File: src/rtl/chse_pkg.sv
// Shared types and constants for the cubic Hermite spline evaluator.
// No dependencies.
package chse_pkg;

   localparam int DATA_W = 32;
   localparam int MAX_NODES = 64;
   localparam int CMD_LOAD = 0;
   localparam int CMD_EVAL = 1;

   // Datapath operations requested by the controller.
   typedef enum logic [3:0] {
      OP_NONE,
      OP_LOAD,
      OP_RANGE_RD,
      OP_RANGE_CHK,
      OP_SCAN_RD,
      OP_SCAN_CHK,
      OP_PAIR_RD,
      OP_PAIR_LATCH,
      OP_DIV_INIT,
      OP_DIV_STEP,
      OP_MUL_STEP,
      OP_FINISH
   } dp_op_type;

   typedef struct packed {
      dp_op_type  op;
      logic [4:0] mul_step;
   } dp_cmd_type;

   typedef struct packed {
      logic outside;
      logic found;
      logic scan_last;
      logic div_done;
   } dp_status_type;

endpackage

File: src/rtl/chse_ctrl.sv
// Controller state machine of the spline evaluator: sequences range check,
// interval scan, division and multiplies. Uses chse_pkg.
module chse_ctrl
   import chse_pkg::*;
(
   input  logic          clock,
   input  logic          reset,
   input  logic          req_valid,
   output logic          req_stall,
   input  logic          req_cmd,
   output logic          rsp_valid,
   input  logic          rsp_stall,
   input  dp_status_type status,
   output dp_cmd_type    cmd,
   output logic          load_rsp
);
   typedef enum logic [3:0] {
      S_IDLE, S_RANGE_A, S_RANGE_B, S_RANGE_C, S_RANGE_D, S_SCAN_RD, S_SCAN_CHK,
      S_PAIR_A, S_PAIR_B, S_PAIR_C, S_PAIR_D, S_DIV_INIT, S_DIV, S_MUL, S_DONE
   } state_type;

   state_type  state_ff, state_in;
   logic [4:0] step_ff, step_in;
   logic       valid_ff, valid_in, load_ff, load_in;
   logic       take;

   assign req_stall = (state_ff != S_IDLE) || valid_ff;
   assign take      = req_valid && !req_stall;
   assign rsp_valid = valid_ff;
   assign load_rsp  = load_ff;

   // Command decode and next state.
   always_comb begin
      state_in = state_ff;
      step_in  = step_ff;
      valid_in = valid_ff && rsp_stall;
      load_in  = load_ff;
      cmd.op   = OP_NONE;
      cmd.mul_step = step_ff;
      case (state_ff)
         S_IDLE: if (take) begin
            if (req_cmd == 1'(CMD_LOAD)) begin
               cmd.op = OP_LOAD; load_in = 1'b1; state_in = S_DONE;
            end else begin
               cmd.op = OP_RANGE_RD; load_in = 1'b0; state_in = S_RANGE_A;
            end
         end
         S_RANGE_A: begin cmd.op = OP_RANGE_RD; state_in = S_RANGE_B; end
         S_RANGE_B: begin cmd.op = OP_RANGE_CHK; state_in = S_RANGE_C; end
         S_RANGE_C: begin cmd.op = OP_RANGE_CHK; state_in = S_RANGE_D; end
         S_RANGE_D: state_in = status.outside ? S_DONE : S_SCAN_RD;
         S_SCAN_RD: begin cmd.op = OP_SCAN_RD; state_in = S_SCAN_CHK; end
         S_SCAN_CHK: begin
            cmd.op = OP_SCAN_CHK; state_in = S_PAIR_A;
         end
         S_PAIR_A: state_in = status.found ? S_PAIR_B : S_SCAN_RD;
         S_PAIR_B: begin cmd.op = OP_PAIR_RD; state_in = S_PAIR_C; end
         S_PAIR_C: begin cmd.op = OP_PAIR_RD; state_in = S_PAIR_D; end
         S_PAIR_D: begin cmd.op = OP_PAIR_LATCH; state_in = S_DIV_INIT; end
         S_DIV_INIT: begin cmd.op = OP_DIV_INIT; state_in = S_DIV; end
         S_DIV: begin
            cmd.op = OP_DIV_STEP;
            if (status.div_done) begin state_in = S_MUL; step_in = '0; end
         end
         S_MUL: begin
            cmd.op = OP_MUL_STEP; step_in = step_ff + 5'd1;
            if (step_ff == 5'd7) state_in = S_DONE;
         end
         S_DONE: begin valid_in = 1'b1; state_in = S_IDLE; end
         default: state_in = S_IDLE;
      endcase
   end

   // State and registered outputs.
   always_ff @(posedge clock) begin
      if (reset) begin
         state_ff <= S_IDLE;
         step_ff  <= '0;
         valid_ff <= 1'b0;
         load_ff  <= 1'b0;
      end else begin
         state_ff <= state_in;
         step_ff  <= step_in;
         valid_ff <= valid_in;
         load_ff  <= load_in;
      end
   end
endmodule

File: config.mk
export PLATFORM = sky130hd
export DESIGN_NAME = chse_ctrl
export DESIGN_NICKNAME = d
export VERILOG_FILES = /design/src/rtl/chse_pkg.sv /design/src/rtl/chse_ctrl.sv
export SDC_FILE = /design/constraint.sdc
export NUM_CORES = 1
export LEC_CHECK = 0
export ABC_AREA = 1
export ABC_CLOCK_PERIOD_IN_PS = 1400
export BUFFER_PORTS_ARGS = -buffer_cell sky130_fd_sc_hd__buf_2
export CAP_MARGIN = 20
export CORE_AREA = 2 2 48 50
export CTS_CLUSTER_SIZE = 24
export DETAILED_ROUTE_END_ITERATION = 10
export DIE_AREA = 0 0 50 52
export RECOVER_POWER = 100
export SLEW_MARGIN = 25
export SYNTH_ARGS = -nofsm -noshare
export SYNTH_HDL_FRONTEND = slang
export SYNTH_SLANG_ARGS = --single-unit
File: constraint.sdc
create_clock -name clock -period 1.4 [get_ports clock]
set_clock_uncertainty 0.1 [all_clocks]
set_input_delay 0.14 -clock clock [delete_from_list [all_inputs] [get_ports clock]]
set_output_delay 0.14 -clock clock [all_outputs]
set_load 0.02 [all_outputs]
==> flow_metrics.py <==
metrics = {
    "synthesis": {
        "syn_nets": 134,
        "syn_area_sq_um": 777,
        "ys_seq_area_frac": 0.283,
        "syn_inst": 124,
        "synth_cell_types": 20,
        "synth_seq_cells": 11,
        "yosysWarnings": 0,
        "avgSynthCellArea_sq_um": 6.27,
    },
    "global_routing": {
        "grt_max_degree": 12,
        "overflow": 0,
        "grt_pass1_vias": 913,
        "grt_pass1_wl_mm": 3.82,
        "antenna_found_initial": 0,
        "grtUsageTotal": 0.190,
    },
    "timing": {
        "worst_pin_slew_ns": 0.272,
        "setup_ws_ns": -0.194,
        "setup_viol": 10,
        "fmax_mhz": 628,
        "maxSlewViolCount": 0,
        "rsz0062_at_grt": "true",
        "final.period_utilization": 1.14,
        "hold_viol": 0,
        "period_needed_ns": 1.59,
        "slew_headroom": 0.819,
    },
    "drt": {
        "drtIter0Drc": 8,
        "dr.pass1.iters": 4,
        "wl_per_cell_um": 11.0,
        "drt_wl_total_mm": 2.17,
        "vias_per_cell": 4.72,
        "drc_errors": 0,
        "postRouteAntennaNets": 0,
        "vias": 934,
    },
    "worst_hold_path": {
        "hp-start": "rsp_stall",
        "min_path_type": "input pin to register",
        "min_to": "rsp_valid$_SDFF_PP0_",
        "hold_path_depth": 3,
    },
    "clocking": {
        "cts_made_buffers": 3,
        "htreeDepth": 1,
        "insertion_delay_ns": 0.27,
        "cts_sinks": 11,
        "path_clk_slew_ns": 0.07,
        "root_buffer": "clkbuf_4",
        "cts_tree": "built",
        "hold_buffers": 0,
        "cts_max_path_buffers": 2,
    },
    "final_layout": {
        "final_cell_mix": "32 x nand2_1, 25 x buf_4, 12 x inv_1",
        "area_growth_pct": 53.5,
        "final_common_cell": "nand2_1",
        "n_antenna_cell": 0,
        "drive_above_1_share": 0.424,
        "final_core_utilization": 0.566,
        "nets": 181,
    },
    "power": {
        "power.density_nw_per_um2": 1890,
        "internal_power_w": 0.00126,
        "clock_power_share": 0.097,
        "power.leakage_nw": 0.579,
        "power.switching_w": 0.000995,
        "power_w": 0.00225,
        "p_comb_frac": 0.682,
        "netSwitchingFraction": 0.442,
        "pwr-share-seq": 0.221,
        "peakVddDrop_v": 0.000809,
    },
    "die": {
        "die_w_um": 50,
        "ios": 21,
        "core-area_sq_um": 2110,
        "initial_core_util": 0.369,
        "rows": 17,
        "dieArea_sq_um": 2600,
        "chipHeight_um": 52,
    },
    "run_status": {
        "failed_checks": "setup timing",
        "status": "finished, violations left",
    },
    "run": {
        "drv_cap": 0,
    },
    "setup_path": {
        "reg2reg_from": "state_ff[2]$_SDFFE_PP0P_",
        "worstRegToRegCells": 9,
        "r2r_slack_ns": -0.19,
        "crit_type": "register to register",
        "critPathArrivalTime_ns": 1.65,
        "start_kind": "register",
        "worstPathRequired_ns": 1.46,
        "end_kind": "register",
        "r2r_end": "state_ff[2]$_SDFFE_PP0P_",
        "cp_max_fo": 5,
    },
    "placed_design": {
        "dp_hpwl_mm": 1.57,
        "globalplace.congestion": 0.888,
        "portBuffers": 19,
    },
}
==> through the flow <==
stage                     setup slack, ns  cell area, sq um  cells  hold slack, ns  setup TNS [ns]
after floorplan                   0.00467               790    124           0.189               0
after global placement            -0.0187              1020    184           0.297         -0.0209
after detailed placement          -0.0512              1020    184           0.305         -0.0800
after CTS                          -0.183              1150    194          0.0168           -1.30
after global routing               -0.262              1190    198          0.0213           -2.27
final                              -0.194              1190    198          0.0221           -1.48
==> power by group through the flow <==
stage	registers [W]	logic, W	clock network, W
2_1_floorplan	0.000459	0.000706	0
3_3_place_gp	0.000459	0.00107	0
3_5_place_dp	0.000459	0.00109	0
4_1_cts	0.000492	0.00143	0.000227
5_1_grt	0.000503	0.00167	0.000245
6_report	0.000497	0.00153	0.000219
==> Yosys cell counts, drive strengths merged <==
| cell | count | area (sq um) |
|---|---|---|
| a211oi | 1 | 12.5 |
| nor2 | 17 | 88.8 |
| nand3 | 11 | 55.1 |
| a21oi | 13 | 65.1 |
| nand4 | 2 | 12.5 |
| inv | 17 | 63.8 |
| clkbuf | 1 | 3.75 |
| dfxtp | 11 | 220 |
| o21ai | 7 | 35.0 |
| nand3b | 3 | 22.5 |
| o21bai | 1 | 7.51 |
| o211ai | 1 | 7.51 |
| ha | 1 | 12.5 |
| nand2 | 38 | 170 |
==> routing by layer <==
metal / track usage / up-vias / share of wire
li1: - / 497 / -
met1: 0.218 / 411 / 0.44
met2: 0.342 / 20 / 0.51
met3: 0.0201 / 6 / 0.036
met4: 0.106 / 0 / 0.018
met5: 0 / - / 0
==> area by class of cell <==
| cell class | instances | area [sq um] |
|---|---|---|
| timing repair buffer | 43 | 295 |
| inverter | 17 | 63.8 |
| multi-input combinational | 95 | 529 |
| tap | 28 | 35.0 |
| clock buffer | 4 | 26.3 |
| sequential | 11 | 243 |
| fill | 203 | 913 |
==> cell families after synthesis <==
family / synth area share
fa+ha+maj: 0.0161
flops: 0.283
simple gates: 0.449
buf+inv: 0.0870
compound gates: 0.164
==> worst max-delay path: stages (launching register included) <==
cell	delay, ns
dfxtp_4	0.38
nor2_4	0.13
nand2_2	0.08
buf_4	0.13
buf_4	0.12
buf_4	0.12
a21oi_1	0.16
nor2_2	0.09
o21ai_1	0.09
a21oi_1	0.08
==> what timing repair did <==
action                                  4_1_cts  5_1_grt
resized for setup                            24        8
pin swaps                                     5        5
endpoints found under the setup margin       10       10
buffers inserted                              7        5
==> sequential cells by signal, indices dropped and copies added, names as in the netlist <==
register,count
state_ff,4
step_ff,5
rsp_valid,1
load_rsp,1
==> worst max-delay path by stage <==
stage / from / to / slack (ns) / depth (start not counted)
5_1_grt: state_ff[3]$_SDFFE_PP0P_ / cmd[5] / -0.26 / 7
6_report: state_ff[2]$_SDFFE_PP0P_ / state_ff[2]$_SDFFE_PP0P_ / -0.19 / 9
4_1_cts: state_ff[1]$_SDFFE_PP0P_ / cmd[5] / -0.18 / 8
3_3_place_gp: step_ff[0]$_SDFFE_PP0P_ / state_ff[2]$_SDFFE_PP0P_ / -0.02 / 9
3_5_place_dp: state_ff[3]$_SDFFE_PP0P_ / cmd[5] / -0.05 / 5
2_1_floorplan: state_ff[3]$_SDFFE_PP0P_ / cmd[6] / 0.005 / 7
(Power assumes the default switching activity.)
